<file path="src/design/trd_pkg.sv">
// Package for the touch report decoder: shared types, codes and the report,
// configuration, decode and result structures.
// No dependencies; the decoder, tracker and top level import it.
`timescale 1ns / 1ps

package trd_pkg;

    // Report layout selected by the protocol register.
    localparam logic PROTO_A = 1'b0;
    localparam logic PROTO_B = 1'b1;

    // Configuration register indexes.
    localparam logic [1:0] CFG_PROTOCOL     = 2'd0;
    localparam logic [1:0] CFG_X_LIMIT      = 2'd1;
    localparam logic [1:0] CFG_Y_LIMIT      = 2'd2;
    localparam logic [1:0] CFG_RELEASE_HOLD = 2'd3;

    localparam int CFG_DATA_W = 13;

    // Reset values of the configuration registers.
    localparam logic [12:0] X_LIMIT_RST      = 13'd1024;
    localparam logic [12:0] Y_LIMIT_RST      = 13'd600;
    localparam logic [1:0]  RELEASE_HOLD_RST = 2'd2;

    // Largest panel resolution and the point count limit (valid counts lie below it).
    localparam logic [12:0] LIMIT_MAX   = 13'd4096;
    localparam logic [3:0]  COUNT_LIMIT = 4'd6;

    typedef enum logic [1:0] {
        PH_IDLE     = 2'd0,
        PH_DOWN     = 2'd1,
        PH_RELEASED = 2'd2
    } t_phase;

    typedef struct packed {
        logic       read_ok;
        logic [7:0] status_byte;
        logic [7:0] byte_one;
        logic [7:0] byte_two;
        logic [7:0] byte_three;
        logic [7:0] byte_four;
        logic [7:0] byte_five;
    } t_report;

    typedef struct packed {
        logic        protocol;
        logic [12:0] x_limit;
        logic [12:0] y_limit;
        logic [1:0]  release_hold;
    } t_cfg;

    // What the decoder hands to the touch tracker for one report.
    typedef struct packed {
        logic        drop;    // type B failed read: contact is dropped, nothing else moves
        logic        valid;   // report carries an accepted sample
        logic [3:0]  count;
        logic        ready;
        logic        clear;
        logic [15:0] raw_x;
        logic [15:0] raw_y;
        logic [11:0] pos_x;
        logic [11:0] pos_y;
    } t_decoded;

    typedef struct packed {
        logic        touched;
        logic [11:0] pos_x;
        logic [11:0] pos_y;
        logic [1:0]  touch_phase;
        logic [15:0] raw_x;
        logic [15:0] raw_y;
        logic [3:0]  point_count;
        logic        data_ready;
        logic        clear_status;
        logic [31:0] sample_count;
        logic [31:0] release_count;
    } t_result;

endpackage

</file>
<file path="src/design/trd_report_if.sv">
// Valid/ready channel interfaces for touch reports in and decoded results out.
// Depends on nothing; field names follow the block's report and result lists.
`timescale 1ns / 1ps

interface trd_report_if;
    logic       valid;
    logic       ready;
    logic       read_ok;
    logic [7:0] status_byte;
    logic [7:0] byte_one;
    logic [7:0] byte_two;
    logic [7:0] byte_three;
    logic [7:0] byte_four;
    logic [7:0] byte_five;

    modport source (
        output valid, read_ok, status_byte, byte_one, byte_two, byte_three,
               byte_four, byte_five,
        input  ready
    );
    modport sink (
        input  valid, read_ok, status_byte, byte_one, byte_two, byte_three,
               byte_four, byte_five,
        output ready
    );
endinterface

interface trd_result_if;
    logic        valid;
    logic        ready;
    logic        touched;
    logic [11:0] pos_x;
    logic [11:0] pos_y;
    logic [1:0]  touch_phase;
    logic [15:0] raw_x;
    logic [15:0] raw_y;
    logic [3:0]  point_count;
    logic        data_ready;
    logic        clear_status;
    logic [31:0] sample_count;
    logic [31:0] release_count;

    modport source (
        output valid, touched, pos_x, pos_y, touch_phase, raw_x, raw_y,
               point_count, data_ready, clear_status, sample_count, release_count,
        input  ready
    );
    modport sink (
        input  valid, touched, pos_x, pos_y, touch_phase, raw_x, raw_y,
               point_count, data_ready, clear_status, sample_count, release_count,
        output ready
    );
endinterface

</file>
<file path="src/design/trd_decode.sv">
// Report decoder: unpacks one report in layout A or B, checks the range and
// clamps the coordinates. Pure combinational logic; depends on trd_pkg.
`timescale 1ns / 1ps

module trd_decode import trd_pkg::*; (
    input  t_report  i_report,
    input  t_cfg     i_cfg,
    output t_decoded o_dec
);

    logic [12:0] x_lim;
    logic [12:0] y_lim;
    logic [12:0] x_top;
    logic [12:0] y_top;
    logic [7:0]  stat;
    logic [7:0]  b1, b2, b3, b4, b5;
    logic [15:0] x_a;
    logic [15:0] y_a;
    logic        out_of_range;
    logic [15:0] x_sel;
    logic [15:0] y_sel;
    logic        count_ok;

    // Zero acts as one and anything above the largest panel acts as 4096.
    always_comb begin
        x_lim = i_cfg.x_limit;
        if (i_cfg.x_limit == 13'd0) begin
            x_lim = 13'd1;
        end else if (i_cfg.x_limit > LIMIT_MAX) begin
            x_lim = LIMIT_MAX;
        end
        y_lim = i_cfg.y_limit;
        if (i_cfg.y_limit == 13'd0) begin
            y_lim = 13'd1;
        end else if (i_cfg.y_limit > LIMIT_MAX) begin
            y_lim = LIMIT_MAX;
        end
    end

    assign x_top = x_lim - 13'd1;
    assign y_top = y_lim - 13'd1;

    // A failed type A read is treated as a report of all zero bytes.
    always_comb begin
        if (i_cfg.protocol == PROTO_A && !i_report.read_ok) begin
            stat = 8'd0;
            b1   = 8'd0;
            b2   = 8'd0;
            b3   = 8'd0;
            b4   = 8'd0;
            b5   = 8'd0;
        end else begin
            stat = i_report.status_byte;
            b1   = i_report.byte_one;
            b2   = i_report.byte_two;
            b3   = i_report.byte_three;
            b4   = i_report.byte_four;
            b5   = i_report.byte_five;
        end
    end

    assign count_ok     = (stat[3:0] != 4'd0) && (stat[3:0] < COUNT_LIMIT);
    assign x_a          = {b2, b1};
    assign y_a          = {b4, b3};
    assign out_of_range = (x_a >= {3'b000, x_lim}) || (y_a >= {3'b000, y_lim});

    always_comb begin
        o_dec.count = stat[3:0];
        o_dec.drop  = 1'b0;
        if (i_cfg.protocol == PROTO_A) begin
            o_dec.ready = stat[7];
            o_dec.clear = stat[7];
            o_dec.valid = stat[7] && count_ok;
            // Out of range points are retried one byte further on.
            if (out_of_range) begin
                x_sel = {b3, b2};
                y_sel = {b5, b4};
            end else begin
                x_sel = x_a;
                y_sel = y_a;
            end
        end else begin
            o_dec.drop  = !i_report.read_ok;
            o_dec.ready = (stat[3:0] != 4'd0);
            o_dec.clear = 1'b0;
            o_dec.valid = i_report.read_ok && count_ok;
            x_sel       = {4'h0, b1[3:0], b2};
            y_sel       = {4'h0, b3[3:0], b4};
        end
        o_dec.raw_x = x_sel;
        o_dec.raw_y = y_sel;
        o_dec.pos_x = (x_sel > {3'b000, x_top}) ? x_top[11:0] : x_sel[11:0];
        o_dec.pos_y = (y_sel > {3'b000, y_top}) ? y_top[11:0] : y_sel[11:0];
    end

endmodule

</file>
<file path="src/design/trd_track.sv">
// Touch tracker: holds the last sample, the contact phase, the release filter
// and the counters, and forms the result for each decoded report. Uses trd_pkg.
`timescale 1ns / 1ps

module trd_track import trd_pkg::*; (
    input  logic     i_clk,
    input  logic     i_rst_n,
    input  logic     i_advance,
    input  logic [1:0] i_release_hold,
    input  t_decoded i_dec,
    output t_result  o_result
);

    t_phase      r_phase,   n_phase;
    logic [1:0]  r_filter,  n_filter;
    logic [11:0] r_held_x,  n_held_x;
    logic [11:0] r_held_y,  n_held_y;
    logic [15:0] r_raw_x,   n_raw_x;
    logic [15:0] r_raw_y,   n_raw_y;
    logic [3:0]  r_count,   n_count;
    logic        r_ready,   n_ready;
    logic [31:0] r_samples, n_samples;
    logic [31:0] r_releases, n_releases;
    logic        n_touched;

    always_comb begin
        n_phase    = r_phase;
        n_filter   = r_filter;
        n_held_x   = r_held_x;
        n_held_y   = r_held_y;
        n_raw_x    = r_raw_x;
        n_raw_y    = r_raw_y;
        n_count    = r_count;
        n_ready    = r_ready;
        n_samples  = r_samples;
        n_releases = r_releases;
        n_touched  = 1'b0;
        if (i_dec.drop) begin
            n_phase = PH_IDLE;
        end else begin
            n_count = i_dec.count;
            n_ready = i_dec.ready;
            if (i_dec.valid) begin
                n_raw_x   = i_dec.raw_x;
                n_raw_y   = i_dec.raw_y;
                n_held_x  = i_dec.pos_x;
                n_held_y  = i_dec.pos_y;
                n_phase   = PH_DOWN;
                n_filter  = 2'd0;
                n_samples = r_samples + 32'd1;
                n_touched = 1'b1;
            end else if (r_phase == PH_DOWN) begin
                // Empty poll while down: hold the contact for release_hold polls first.
                if (r_filter < i_release_hold) begin
                    n_filter  = r_filter + 2'd1;
                    n_touched = 1'b1;
                end else begin
                    n_phase    = PH_RELEASED;
                    n_releases = r_releases + 32'd1;
                end
            end else begin
                n_phase = PH_IDLE;
            end
        end
    end

    always_ff @(posedge i_clk) begin
        if (!i_rst_n) begin
            r_phase    <= PH_IDLE;
            r_filter   <= 2'd0;
            r_held_x   <= 12'd0;
            r_held_y   <= 12'd0;
            r_raw_x    <= 16'd0;
            r_raw_y    <= 16'd0;
            r_count    <= 4'd0;
            r_ready    <= 1'b0;
            r_samples  <= 32'd0;
            r_releases <= 32'd0;
        end else if (i_advance) begin
            r_phase    <= n_phase;
            r_filter   <= n_filter;
            r_held_x   <= n_held_x;
            r_held_y   <= n_held_y;
            r_raw_x    <= n_raw_x;
            r_raw_y    <= n_raw_y;
            r_count    <= n_count;
            r_ready    <= n_ready;
            r_samples  <= n_samples;
            r_releases <= n_releases;
        end
    end

    assign o_result.touched       = n_touched;
    assign o_result.pos_x         = n_held_x;
    assign o_result.pos_y         = n_held_y;
    assign o_result.touch_phase   = n_phase;
    assign o_result.raw_x         = n_raw_x;
    assign o_result.raw_y         = n_raw_y;
    assign o_result.point_count   = n_count;
    assign o_result.data_ready    = n_ready;
    assign o_result.clear_status  = i_dec.clear;
    assign o_result.sample_count  = n_samples;
    assign o_result.release_count = n_releases;

endmodule

</file>
<file path="src/design/touch_report_decoder.sv">
// Top level of the touch report decoder: configuration registers, input
// register, decoder, touch tracker and result register. Uses trd_pkg,
// trd_report_if, trd_result_if, trd_decode and trd_track.
`timescale 1ns / 1ps

// The decoder takes one polled touch report per transfer on i_report and
// returns exactly one result per report on o_result, in order. A report is
// captured in an input register, decoded and folded into the touch state once
// the result register can take it, and the result lands in an output
// register, so one report can be taken in every cycle while o_result does
// not stall. The decode, clamp and filter logic lies between the input
// and result registers; the input register frees
// itself whenever the result register is empty or being drained. A result
// that waits on a stalled o_result keeps the held report in the input
// register, and i_report then stalls until the result is taken. Configuration
// (protocol, x_limit, y_limit, release_hold at indexes 0 to 3) is written
// through i_cfg_we/i_cfg_idx/i_cfg_data and must only change while no report
// is in flight. There is no clearing pass after reset.
module touch_report_decoder import trd_pkg::*; (
    input  logic                  i_clk,
    input  logic                  i_rst_n,
    input  logic                  i_cfg_we,
    input  logic [1:0]            i_cfg_idx,
    input  logic [CFG_DATA_W-1:0] i_cfg_data,
    trd_report_if.sink            i_report,
    trd_result_if.source          o_result
);

    t_cfg     r_cfg;
    t_report  r_in;
    logic     r_in_valid;
    t_result  r_out;
    logic     r_out_valid;
    t_report  in_payload;
    t_decoded dec;
    t_result  n_result;
    logic     accept;
    logic     advance;

    // Configuration registers; every write lands at once.
    always_ff @(posedge i_clk) begin
        if (!i_rst_n) begin
            r_cfg.protocol     <= PROTO_A;
            r_cfg.x_limit      <= X_LIMIT_RST;
            r_cfg.y_limit      <= Y_LIMIT_RST;
            r_cfg.release_hold <= RELEASE_HOLD_RST;
        end else if (i_cfg_we) begin
            unique case (i_cfg_idx)
                CFG_PROTOCOL:     r_cfg.protocol     <= i_cfg_data[0];
                CFG_X_LIMIT:      r_cfg.x_limit      <= i_cfg_data;
                CFG_Y_LIMIT:      r_cfg.y_limit      <= i_cfg_data;
                CFG_RELEASE_HOLD: r_cfg.release_hold <= i_cfg_data[1:0];
                default: begin
                end
            endcase
        end
    end

    assign in_payload.read_ok     = i_report.read_ok;
    assign in_payload.status_byte = i_report.status_byte;
    assign in_payload.byte_one    = i_report.byte_one;
    assign in_payload.byte_two    = i_report.byte_two;
    assign in_payload.byte_three  = i_report.byte_three;
    assign in_payload.byte_four   = i_report.byte_four;
    assign in_payload.byte_five   = i_report.byte_five;

    // A held report moves on when the result register is empty or is being
    // drained in this cycle; the input register then takes the next transfer.
    assign advance         = r_in_valid && (!r_out_valid || o_result.ready);
    assign i_report.ready  = !r_in_valid || advance;
    assign accept          = i_report.valid && i_report.ready;

    always_ff @(posedge i_clk) begin
        if (!i_rst_n) begin
            r_in_valid <= 1'b0;
        end else if (accept) begin
            r_in_valid <= 1'b1;
        end else if (advance) begin
            r_in_valid <= 1'b0;
        end
    end

    always_ff @(posedge i_clk) begin
        if (accept) begin
            r_in <= in_payload;
        end
    end

    trd_decode u_decode (
        .i_report (r_in),
        .i_cfg    (r_cfg),
        .o_dec    (dec)
    );

    // The tracker commits its state only when the result is captured.
    trd_track u_track (
        .i_clk          (i_clk),
        .i_rst_n        (i_rst_n),
        .i_advance      (advance),
        .i_release_hold (r_cfg.release_hold),
        .i_dec          (dec),
        .o_result       (n_result)
    );

    always_ff @(posedge i_clk) begin
        if (!i_rst_n) begin
            r_out_valid <= 1'b0;
        end else if (advance) begin
            r_out_valid <= 1'b1;
        end else if (o_result.ready) begin
            r_out_valid <= 1'b0;
        end
    end

    always_ff @(posedge i_clk) begin
        if (advance) begin
            r_out <= n_result;
        end
    end

    assign o_result.valid         = r_out_valid;
    assign o_result.touched       = r_out.touched;
    assign o_result.pos_x         = r_out.pos_x;
    assign o_result.pos_y         = r_out.pos_y;
    assign o_result.touch_phase   = r_out.touch_phase;
    assign o_result.raw_x         = r_out.raw_x;
    assign o_result.raw_y         = r_out.raw_y;
    assign o_result.point_count   = r_out.point_count;
    assign o_result.data_ready    = r_out.data_ready;
    assign o_result.clear_status  = r_out.clear_status;
    assign o_result.sample_count  = r_out.sample_count;
    assign o_result.release_count = r_out.release_count;

endmodule
</file>
<file path="src/flat_wrapper.sv">
// flat-port wrapper written by rule: the top's interface ports become plain ports
module touch_report_decoder_flat import trd_pkg::*;
  (i_clk, i_rst_n, i_cfg_we, i_cfg_idx, i_cfg_data, i_report_valid, i_report_read_ok, i_report_status_byte, i_report_byte_one, i_report_byte_two, i_report_byte_three, i_report_byte_four, i_report_byte_five, i_report_ready, o_result_valid, o_result_touched, o_result_pos_x, o_result_pos_y, o_result_touch_phase, o_result_raw_x, o_result_raw_y, o_result_point_count, o_result_data_ready, o_result_clear_status, o_result_sample_count, o_result_release_count, o_result_ready);
  trd_report_if i_report_i ();
  trd_result_if o_result_i ();
  input  logic i_clk;
  input  logic i_rst_n;
  input  logic i_cfg_we;
  input  logic [1:0] i_cfg_idx;
  input  logic [CFG_DATA_W-1:0] i_cfg_data;
  input wire logic [$bits(i_report_i.valid)-1:0] i_report_valid;
  input wire logic [$bits(i_report_i.read_ok)-1:0] i_report_read_ok;
  input wire logic [$bits(i_report_i.status_byte)-1:0] i_report_status_byte;
  input wire logic [$bits(i_report_i.byte_one)-1:0] i_report_byte_one;
  input wire logic [$bits(i_report_i.byte_two)-1:0] i_report_byte_two;
  input wire logic [$bits(i_report_i.byte_three)-1:0] i_report_byte_three;
  input wire logic [$bits(i_report_i.byte_four)-1:0] i_report_byte_four;
  input wire logic [$bits(i_report_i.byte_five)-1:0] i_report_byte_five;
  output wire logic [$bits(i_report_i.ready)-1:0] i_report_ready;
  output wire logic [$bits(o_result_i.valid)-1:0] o_result_valid;
  output wire logic [$bits(o_result_i.touched)-1:0] o_result_touched;
  output wire logic [$bits(o_result_i.pos_x)-1:0] o_result_pos_x;
  output wire logic [$bits(o_result_i.pos_y)-1:0] o_result_pos_y;
  output wire logic [$bits(o_result_i.touch_phase)-1:0] o_result_touch_phase;
  output wire logic [$bits(o_result_i.raw_x)-1:0] o_result_raw_x;
  output wire logic [$bits(o_result_i.raw_y)-1:0] o_result_raw_y;
  output wire logic [$bits(o_result_i.point_count)-1:0] o_result_point_count;
  output wire logic [$bits(o_result_i.data_ready)-1:0] o_result_data_ready;
  output wire logic [$bits(o_result_i.clear_status)-1:0] o_result_clear_status;
  output wire logic [$bits(o_result_i.sample_count)-1:0] o_result_sample_count;
  output wire logic [$bits(o_result_i.release_count)-1:0] o_result_release_count;
  input wire logic [$bits(o_result_i.ready)-1:0] o_result_ready;
  assign i_report_i.valid = i_report_valid;
  assign i_report_i.read_ok = i_report_read_ok;
  assign i_report_i.status_byte = i_report_status_byte;
  assign i_report_i.byte_one = i_report_byte_one;
  assign i_report_i.byte_two = i_report_byte_two;
  assign i_report_i.byte_three = i_report_byte_three;
  assign i_report_i.byte_four = i_report_byte_four;
  assign i_report_i.byte_five = i_report_byte_five;
  assign i_report_ready = i_report_i.ready;
  assign o_result_valid = o_result_i.valid;
  assign o_result_touched = o_result_i.touched;
  assign o_result_pos_x = o_result_i.pos_x;
  assign o_result_pos_y = o_result_i.pos_y;
  assign o_result_touch_phase = o_result_i.touch_phase;
  assign o_result_raw_x = o_result_i.raw_x;
  assign o_result_raw_y = o_result_i.raw_y;
  assign o_result_point_count = o_result_i.point_count;
  assign o_result_data_ready = o_result_i.data_ready;
  assign o_result_clear_status = o_result_i.clear_status;
  assign o_result_sample_count = o_result_i.sample_count;
  assign o_result_release_count = o_result_i.release_count;
  assign o_result_i.ready = o_result_ready;
  touch_report_decoder u_core (.i_clk(i_clk), .i_rst_n(i_rst_n), .i_cfg_we(i_cfg_we), .i_cfg_idx(i_cfg_idx), .i_cfg_data(i_cfg_data), .i_report(i_report_i), .o_result(o_result_i));
endmodule
</file>
<file path="config.mk">
export PLATFORM = sky130hd
export DESIGN_NAME = touch_report_decoder_flat
export DESIGN_NICKNAME = d
export VERILOG_FILES = /design/src/design/trd_pkg.sv /design/src/design/trd_report_if.sv /design/src/design/trd_decode.sv /design/src/design/trd_track.sv /design/src/design/touch_report_decoder.sv /design/src/flat_wrapper.sv
export SDC_FILE = /design/constraint.sdc
export NUM_CORES = 1
export LEC_CHECK = 0
export ABC_AREA = 1
export BUFFER_PORTS_ARGS = -buffer_cell sky130_fd_sc_hd__buf_2
export CAP_MARGIN = 40
export CORE_MARGIN = 3
export CORE_UTILIZATION = 40
export DETAILED_ROUTE_END_ITERATION = 10
export SYNTH_ARGS = -nofsm -noshare
export SYNTH_HDL_FRONTEND = slang
export SYNTH_HIERARCHICAL = 1
export SYNTH_SLANG_ARGS = --single-unit
</file>
<file path="constraint.sdc">
create_clock -name i_clk -period 13.6 [get_ports i_clk]
set_input_delay 2.72 -clock i_clk [delete_from_list [all_inputs] [get_ports i_clk]]
set_output_delay 2.72 -clock i_clk [all_outputs]
set_load 0.01 [all_outputs]
</file>
Word level (Yosys, flattened, before mapping)
Cells that the tools add are included.
{"block": "totals", "reg_bits": 338, "out_inout_bits": 131}
{"block": "classes", "n_addsub": 5, "n_lt_le_gt_ge": 8, "eq_ne": 4, "mux": 49, "bitwise_logic": 2, "reduce_logical": 25}
{"op": "$mux 32", "count": 6}
{"op": "$mux 16", "count": 8}
{"op": "$mux 12", "count": 6}
{"op": "$add 32x1->32 const B", "count": 2}
{"op": "$mux 13", "count": 4}
{"op": "$mux 8", "count": 6}
{"op": "$ge 16x13->1", "count": 2}
{"op": "$gt 16x13->1", "count": 2}
{"op": "$gt 13x13->1 const B", "count": 2}
{"op": "$logic_not 13->1", "count": 2}
{"op": "$sub 13x1->13 const B", "count": 2}
{"op": "$mux 2", "count": 8}
{"op": "$mux 1", "count": 10}
{"op": "$reduce_and 2->1", "count": 4}
{"op": "$reduce_bool 2->1", "count": 4}
{"op": "$logic_and 1x1->1", "count": 6}
{"op": "$eq 2x1->1 const B", "count": 2}
{"op": "$eq 2x2->1 const B", "count": 2}
{"op": "$lt 4x3->1 const B", "count": 1}
{"op": "$mux 4", "count": 1}
{"op": "$reduce_and 4->1", "count": 1}
{"op": "$reduce_bool 4->1", "count": 1}
{"op": "$logic_not 1->1", "count": 3}
{"op": "$logic_or 1x1->1", "count": 3}
{"op": "4 further kinds", "count": 5}

Longest topological paths before layout
Gate-level depths: netlist of run 1.
{"block": "logic_depth", "word_depth": 11, "ltp_mapped": 43, "mapped_depth_nobuf": 42}

By module
The synthesis of run 1 kept the hierarchy.
{"module": "trd_track", "instances": 1, "cells_per_inst": 1238, "area_each_um2": 7602.3, "seq_area_each_um2": 2582.5}
{"module": "touch_report_decoder", "instances": 1, "cells_per_inst": 369, "area_each_um2": 6627.6, "seq_area_each_um2": 5965.7}
{"module": "trd_decode", "instances": 1, "cells_per_inst": 684, "area_each_um2": 3430.8, "seq_area_each_um2": 0.0}

Worst setup path before layout of run 1
No wires, ideal clock.
{"block": "synth_path", "kind": "in2reg", "from": "input o_result_ready", "to": "register u_core.u_track.r_held_x[0]", "setup_time_ns": 0.057, "arrival_time_ns": 10.746, "required_time_ns": 13.543, "setup_slack_ns": 2.797, "path_stages": 10, "path_buffers": 4, "path_cell_list": "inv_1 -> a21oi_1 -> buf_2 -> inv_1 -> buf_2 -> buf_2 -> clkbuf_1 -> a21oi_1 -> o21ai_0 -> inv_1"}
{"block": "synth_via", "elab_chain_len": 2}
{"item": "from (decl)", "line": "flat_wrapper.sv:32", "source": "input wire logic [$bits(o_result_i.ready)-1:0] o_result_ready;"}
{"item": "$logic_or 1x1->1", "line": "touch_report_decoder.sv:69", "source": "assign advance = r_in_valid && (!r_out_valid || o_result.ready);"}
{"item": "$logic_and 1x1->1", "line": "touch_report_decoder.sv:69"}
{"item": "named net u_core.advance", "line": "touch_report_decoder.sv:38", "source": "logic advance;"}
{"item": "to (signal assigned)", "line": "trd_track.sv:82", "source": "r_held_x <= n_held_x;"}
{"item": "to (decl)", "line": "trd_track.sv:16", "source": "logic [11:0] r_held_x, n_held_x;"}
The timed path passes the listed nets, and every way through them passes these cells.
A chain may end at the register's enable or synchronous reset.

Worst setup path in the final report of run 1
{"block": "layout_path", "from": "input o_result_ready", "to": "output i_report_ready"}
{"block": "layout_via", "elab_chain_len": 3}
{"item": "$logic_or 1x1->1", "line": "touch_report_decoder.sv:69"}
{"item": "$logic_and 1x1->1", "line": "touch_report_decoder.sv:69"}
{"item": "$logic_or 1x1->1", "line": "touch_report_decoder.sv:70", "source": "assign i_report.ready = !r_in_valid || advance;"}
{"item": "to (decl)", "line": "flat_wrapper.sv:19", "source": "output wire logic [$bits(i_report_i.ready)-1:0] i_report_ready;"}
Every way passes these cells.

==> reports/metrics.yaml, run 1 <==
start_util_pct: 40.6
startpoint: "o_result_ready"
routed_via_density: 4.91
start_kind: "input port"
core-area_um2: 43300
worstPathRequired_ns: 10.88
postPlaceCellArea_um2: 19000
syn_area_um2: 17600
pwr-share-clk_pct: 39.8
tightestPinTransition_ns: 1.05
crit_path_end_kind: "output port"
antenna_cells: 0
grt_pass1_vias: 13800
cts_resized: 0
dr.pass1.iters: 6
fin_cells: 3064
max_freq_mhz: 168
status: "finished, final reports clean"
p_leak_nw: 9.88
holdWs_ns: 0.468
grt_max_degree: 198
synthCells: 2288
reg2reg_slack_ns: 7.85
vias: 15100
cts_buffer_depth: 3
layout.nets: 2575
clk_latency_ns: 0.56
clkSlewWorstSetupHoldPaths_ns: 0.06
r2r-end: "u_core/u_track/r_held_y[9]"
setup_viol: 0
grt.total_usage_pct: 19.9
maxSlewHeadroom_pct: 30.1
r2r_start: "u_core/r_in[48]"
cts_tree: "done"
drive_gt1_share_pct: 12.7
ant_nets: 0
io_buffers: 196
p_total_mw: 2.58
die_height_um: 216
cts_sinks: 335
antenna_found_initial: 0
dpl_worst_slack_ns: 7.64
fin_area_um2: 20200
ios: 200
overflow: 0
dieWidth_um: 216
period_needed_ns: 5.95
hold_class: "reg -> reg"
worstSetupPathType: "in -> out"
holdBufCountCts: 0
ir_drop_v: 0.0000866
cp-endpoint: "i_report_ready"
grt_first_pass_wirelength_um: 73700
cts-buffers-inserted: 38
place_congestion: 0.901
dr.first_iter.drc_count: 1079
wire_per_inst_um: 15.4
drc: 0
p_switching_uw: 722
rsz0062_at_grt: "no"
yosysWarnings: 6
p_sw_share_pct: 28.0
synth_fp_nets: 2414
maxCapViolCount: 0
finalSetupTns_ns: 0
slew_violations: 0
p_per_area_nw_per_um2: 127
rows: 76
skew_ns: 0.0179
postCtsSetupRepairBufs: 0
seqPwrFrac_pct: 45.4
cts_htree_levels: 2
post-route-util_pct: 46.7
ff2ff_path_depth: 31
dpl.hpwl_um: 34400
p_int_mw: 1.86
min_period_over_period_pct: 43.7
avgSynthCellArea_um2: 7.68
path_max_fanout: 3
final_hold_viol_count: 0
crit_arrival_ns: 3.23
die_area_um2: 46500
setup_ws_ns: 7.65
placed_cells: 2994
power_frac_comb_pct: 14.8
area_delta_synth_final_pct: 15.1
drt-total-wl_um: 47100
root_buffer: "clkbuf_16"
cells in the final DEF, fill, tap and decap left out, drive strengths merged, types with 3 or more instances in the layout:
cell and n:
nand2 595, inv 437, nor2 211, buf 205
o21ai 190, edfxtp 175, dfxtp 160, a21oi 141
nand3 122, ha 57, clkbuf 57, nand4 44
xor2 30, nor3 13, clkinv 8, xnor2 5
a21o 4, o21bai 4, nand3b 4, o21a 3
sequential cells by signal (all words and copies together) (netlist names), 16 cells and up:
| signal | count |
|---|---|
| u_core/u_track/r_releases | 32 |
| u_core/u_track/r_samples | 32 |
| u_core/r_in | 46 |
| u_core/o_result.release_count | 32 |
| u_core/o_result.raw_y | 16 |
| u_core/o_result.raw_x | 16 |
| u_core/u_track/r_raw_x | 16 |
| u_core/r_cfg | 29 |
| u_core/o_result.sample_count | 32 |
| u_core/u_track/r_raw_y | 16 |
layer usage:
metal  track usage (%)  up-vias  routed length [µm]
met5                 0        -                   0
met4              7.14        0                1670
met3              3.34       86                2890
met2              31.6      456               21200
met1              27.5     6926               21300
li1                  -     7585                   -
worst max-delay path: stages:
cell and delay (ns):
buf_2 0.10, inv_1 0.11, nand3_1 0.13, buf_2 0.16
worst min path at each step:
stage	depth (start not counted)	from	slack, ns	endpoint
4_1_cts	2	u_core/u_track/r_phase[1]	0.47	u_core/u_track/r_phase[1]
3_3_place_gp	2	u_core/u_track/r_filter[0]	0.45	u_core/u_track/r_filter[0]
6_report	2	u_core/u_track/r_phase[1]	0.47	u_core/u_track/r_phase[1]
2_1_floorplan	2	u_core/u_track/r_filter[0]	0.44	u_core/u_track/r_filter[0]
3_5_place_dp	2	u_core/u_track/r_phase[1]	0.46	u_core/u_track/r_phase[1]
5_1_grt	2	u_core/u_track/r_phase[1]	0.50	u_core/u_track/r_phase[1]
power groups by stage:
stage	Sequential (mW)	Combinational [mW]	Clock, mW
after global routing	1.18	0.436	1.10
after global placement	1.19	0.368	0
final	1.17	0.381	1.03
after CTS	1.17	0.382	1.06
after detailed placement	1.19	0.380	0
after floorplan	1.19	0.259	0
area by class of cell:
cell class	count	area, µm²
sequential	335	8460
timing repair buffer	205	1090
fill	4208	23000
inverter	435	1640
multi-input combinational	1434	7070
tap	585	732
clock inverter	13	146
clock buffer	57	1090
Power figures use the tool's default switching activity.
==> run 2, diff against run 1 <==
==> constraint.sdc (replaced) <==
create_clock -name i_clk -period 6 [get_ports i_clk]
set_input_delay 1.2 -clock i_clk [delete_from_list [all_inputs] [get_ports i_clk]]
set_output_delay 1.2 -clock i_clk [all_outputs]
set_load 0.01 [all_outputs]
==> reports/metrics.yaml, run 2 (synthesis gave the netlist of run 1 again) <==
vias: 15100
tightestPinTransition_ns: 0.779
io_buffers: 196
routed_via_density: 4.90
dr.first_iter.drc_count: 1119
dpl.hpwl_um: 35000
antenna_found_initial: 1
rsz0062_at_grt: "no"
layout.nets: 2587
start_kind: "flip-flop"
maxSlewHeadroom_pct: 48.1
clk_latency_ns: 0.56
drc: 0
cts_resized: 0
drt-total-wl_um: 47100
dr.pass1.iters: 7
place_congestion: 0.902
drive_gt1_share_pct: 13.2
grt.total_usage_pct: 20.0
slew_violations: 0
antenna_cells: 0
largest-register: "u_core/r_in"
rows: 76
cts_buffer_depth: 3
nFillCells: 4274
wire_per_inst_um: 15.3
min_period_over_period_pct: 87.8
skew_ns: 0.0179
path_max_fanout: 26
worstPathRequired_ns: 6.44
final_common_cell: "nand2_1"
cts_sinks: 335
crit_path_top_delay_cell: "nor2_4"
critPathMaxStageDelay_ns: 0.55
cts_htree_levels: 2
hold_class: "reg -> reg"
p_per_area_nw_per_um2: 292
core-area_um2: 43300
m1WireLength_um: 21400
clkSlewWorstSetupHoldPaths_ns: 0.06
die_height_um: 216
ir_drop_v: 0.000192
critPathMostFrequentCell: "nand2_1"
status: "finished, final reports clean"
start_util_pct: 40.6
grt_pass1_vias: 14000
overflow: 0
dieWidth_um: 216
grt_max_degree: 128
p_leak_nw: 9.97
grt_first_pass_wirelength_um: 74600
maxCapViolCount: 0
setup_viol: 0
dr.max_layer_used: "met5"
met3WireLength_um: 2630
worstSetupPathType: "reg -> reg"
postCtsSetupRepairBufs: 0
period_needed_ns: 5.27
root_buffer: "clkbuf_16"
area_delta_synth_final_pct: 16.0
finalSetupTns_ns: 0
crit_path_end_kind: "flip-flop"
final_hold_viol_count: 0
crit_arrival_ns: 5.71
final_cell_mix: "nand2_1 (591), inv_1 (417), buf_2 (196)"
holdBufCountCts: 0
wl_met2_um: 22000
die_area_um2: 46500
ant_nets: 0
cts-buffers-inserted: 38
cts_tree: "done"
ios: 200
largest_register_ffs: 46
p_total_mw: 5.96
max_freq_mhz: 190
[run 2: changes by cell type in the layout (fill, tap and decap cells not counted), sizes merged]
cell and delta:
bufinv +4, buf +12, clkinv +11, clkinvlp +1, clkbuf -12, inv -4
[run 2: report_power, final]
group          internal [mW]  switching [mW]
sequential              2.57          0.0848
clock                   1.47           0.969
combinational          0.286           0.585
total                   4.32            1.64
[run 2: metal layers]
layer  global-route usage [%]  up-vias
met4                     5.16        2
met2                     33.6      383
met1                     26.9     6992
met3                     3.37       77
met5                        0        -
li1                         -     7606
[run 2: worst paths after layout]
kind	cells past startpoint	slack, ns	endpoint	from
min	2	0.46	u_core/u_track/r_phase[1]	u_core/u_track/r_phase[1]
max reg2reg	30	0.73	u_core/u_track/r_held_x[0]	u_core/r_in[48]
min reg2reg	2	0.46	u_core/u_track/r_phase[1]	u_core/u_track/r_phase[1]
max	30	0.73	u_core/u_track/r_held_x[0]	u_core/r_in[48]
[run 2: area by class of cell]
| type | count | area (µm²) | area share, % |
|---|---|---|---|
| clock buffer | 45 | 1010 | 4.95 |
| clock inverter | 25 | 304 | 1.49 |
| inverter | 435 | 1640 | 8.03 |
| multi-input combinational | 1434 | 7070 | 34.7 |
| sequential | 335 | 8460 | 41.5 |
| tap | 585 | 732 | 3.59 |
| timing repair buffer | 217 | 1180 | 5.81 |
[run 2: per-stage QoR]
| step | setup slack (ns) | area, µm² | util [%] | hold slack (ns) | cells |
|---|---|---|---|---|---|
| 4_1_cts | 0.739 | 20400 | 47.1 | 0.467 | 3076 |
| 3_5_place_dp | 0.762 | 19100 | 44.1 | 0.457 | 3006 |
| 6_report | 0.732 | 20400 | 47.1 | 0.462 | 3076 |
| 3_3_place_gp | 0.833 | 19000 | 44.0 | 0.456 | 3004 |
| 5_1_grt | 0.0878 | 20400 | 47.1 | 0.486 | 3076 |
| 2_1_floorplan | 1.23 | 17600 | - | 0.442 | 2288 |
[run 2: worst max-delay path, delay by kind of cell (launching register included)]
family                     cells  cell delay [ns]
and+or+nand+nor               23             3.08
adders and majority gates      2             0.66
DFF                            1             0.50
AOI/OAI and AO/OA              3             0.50
buffers and inverters          2             0.38
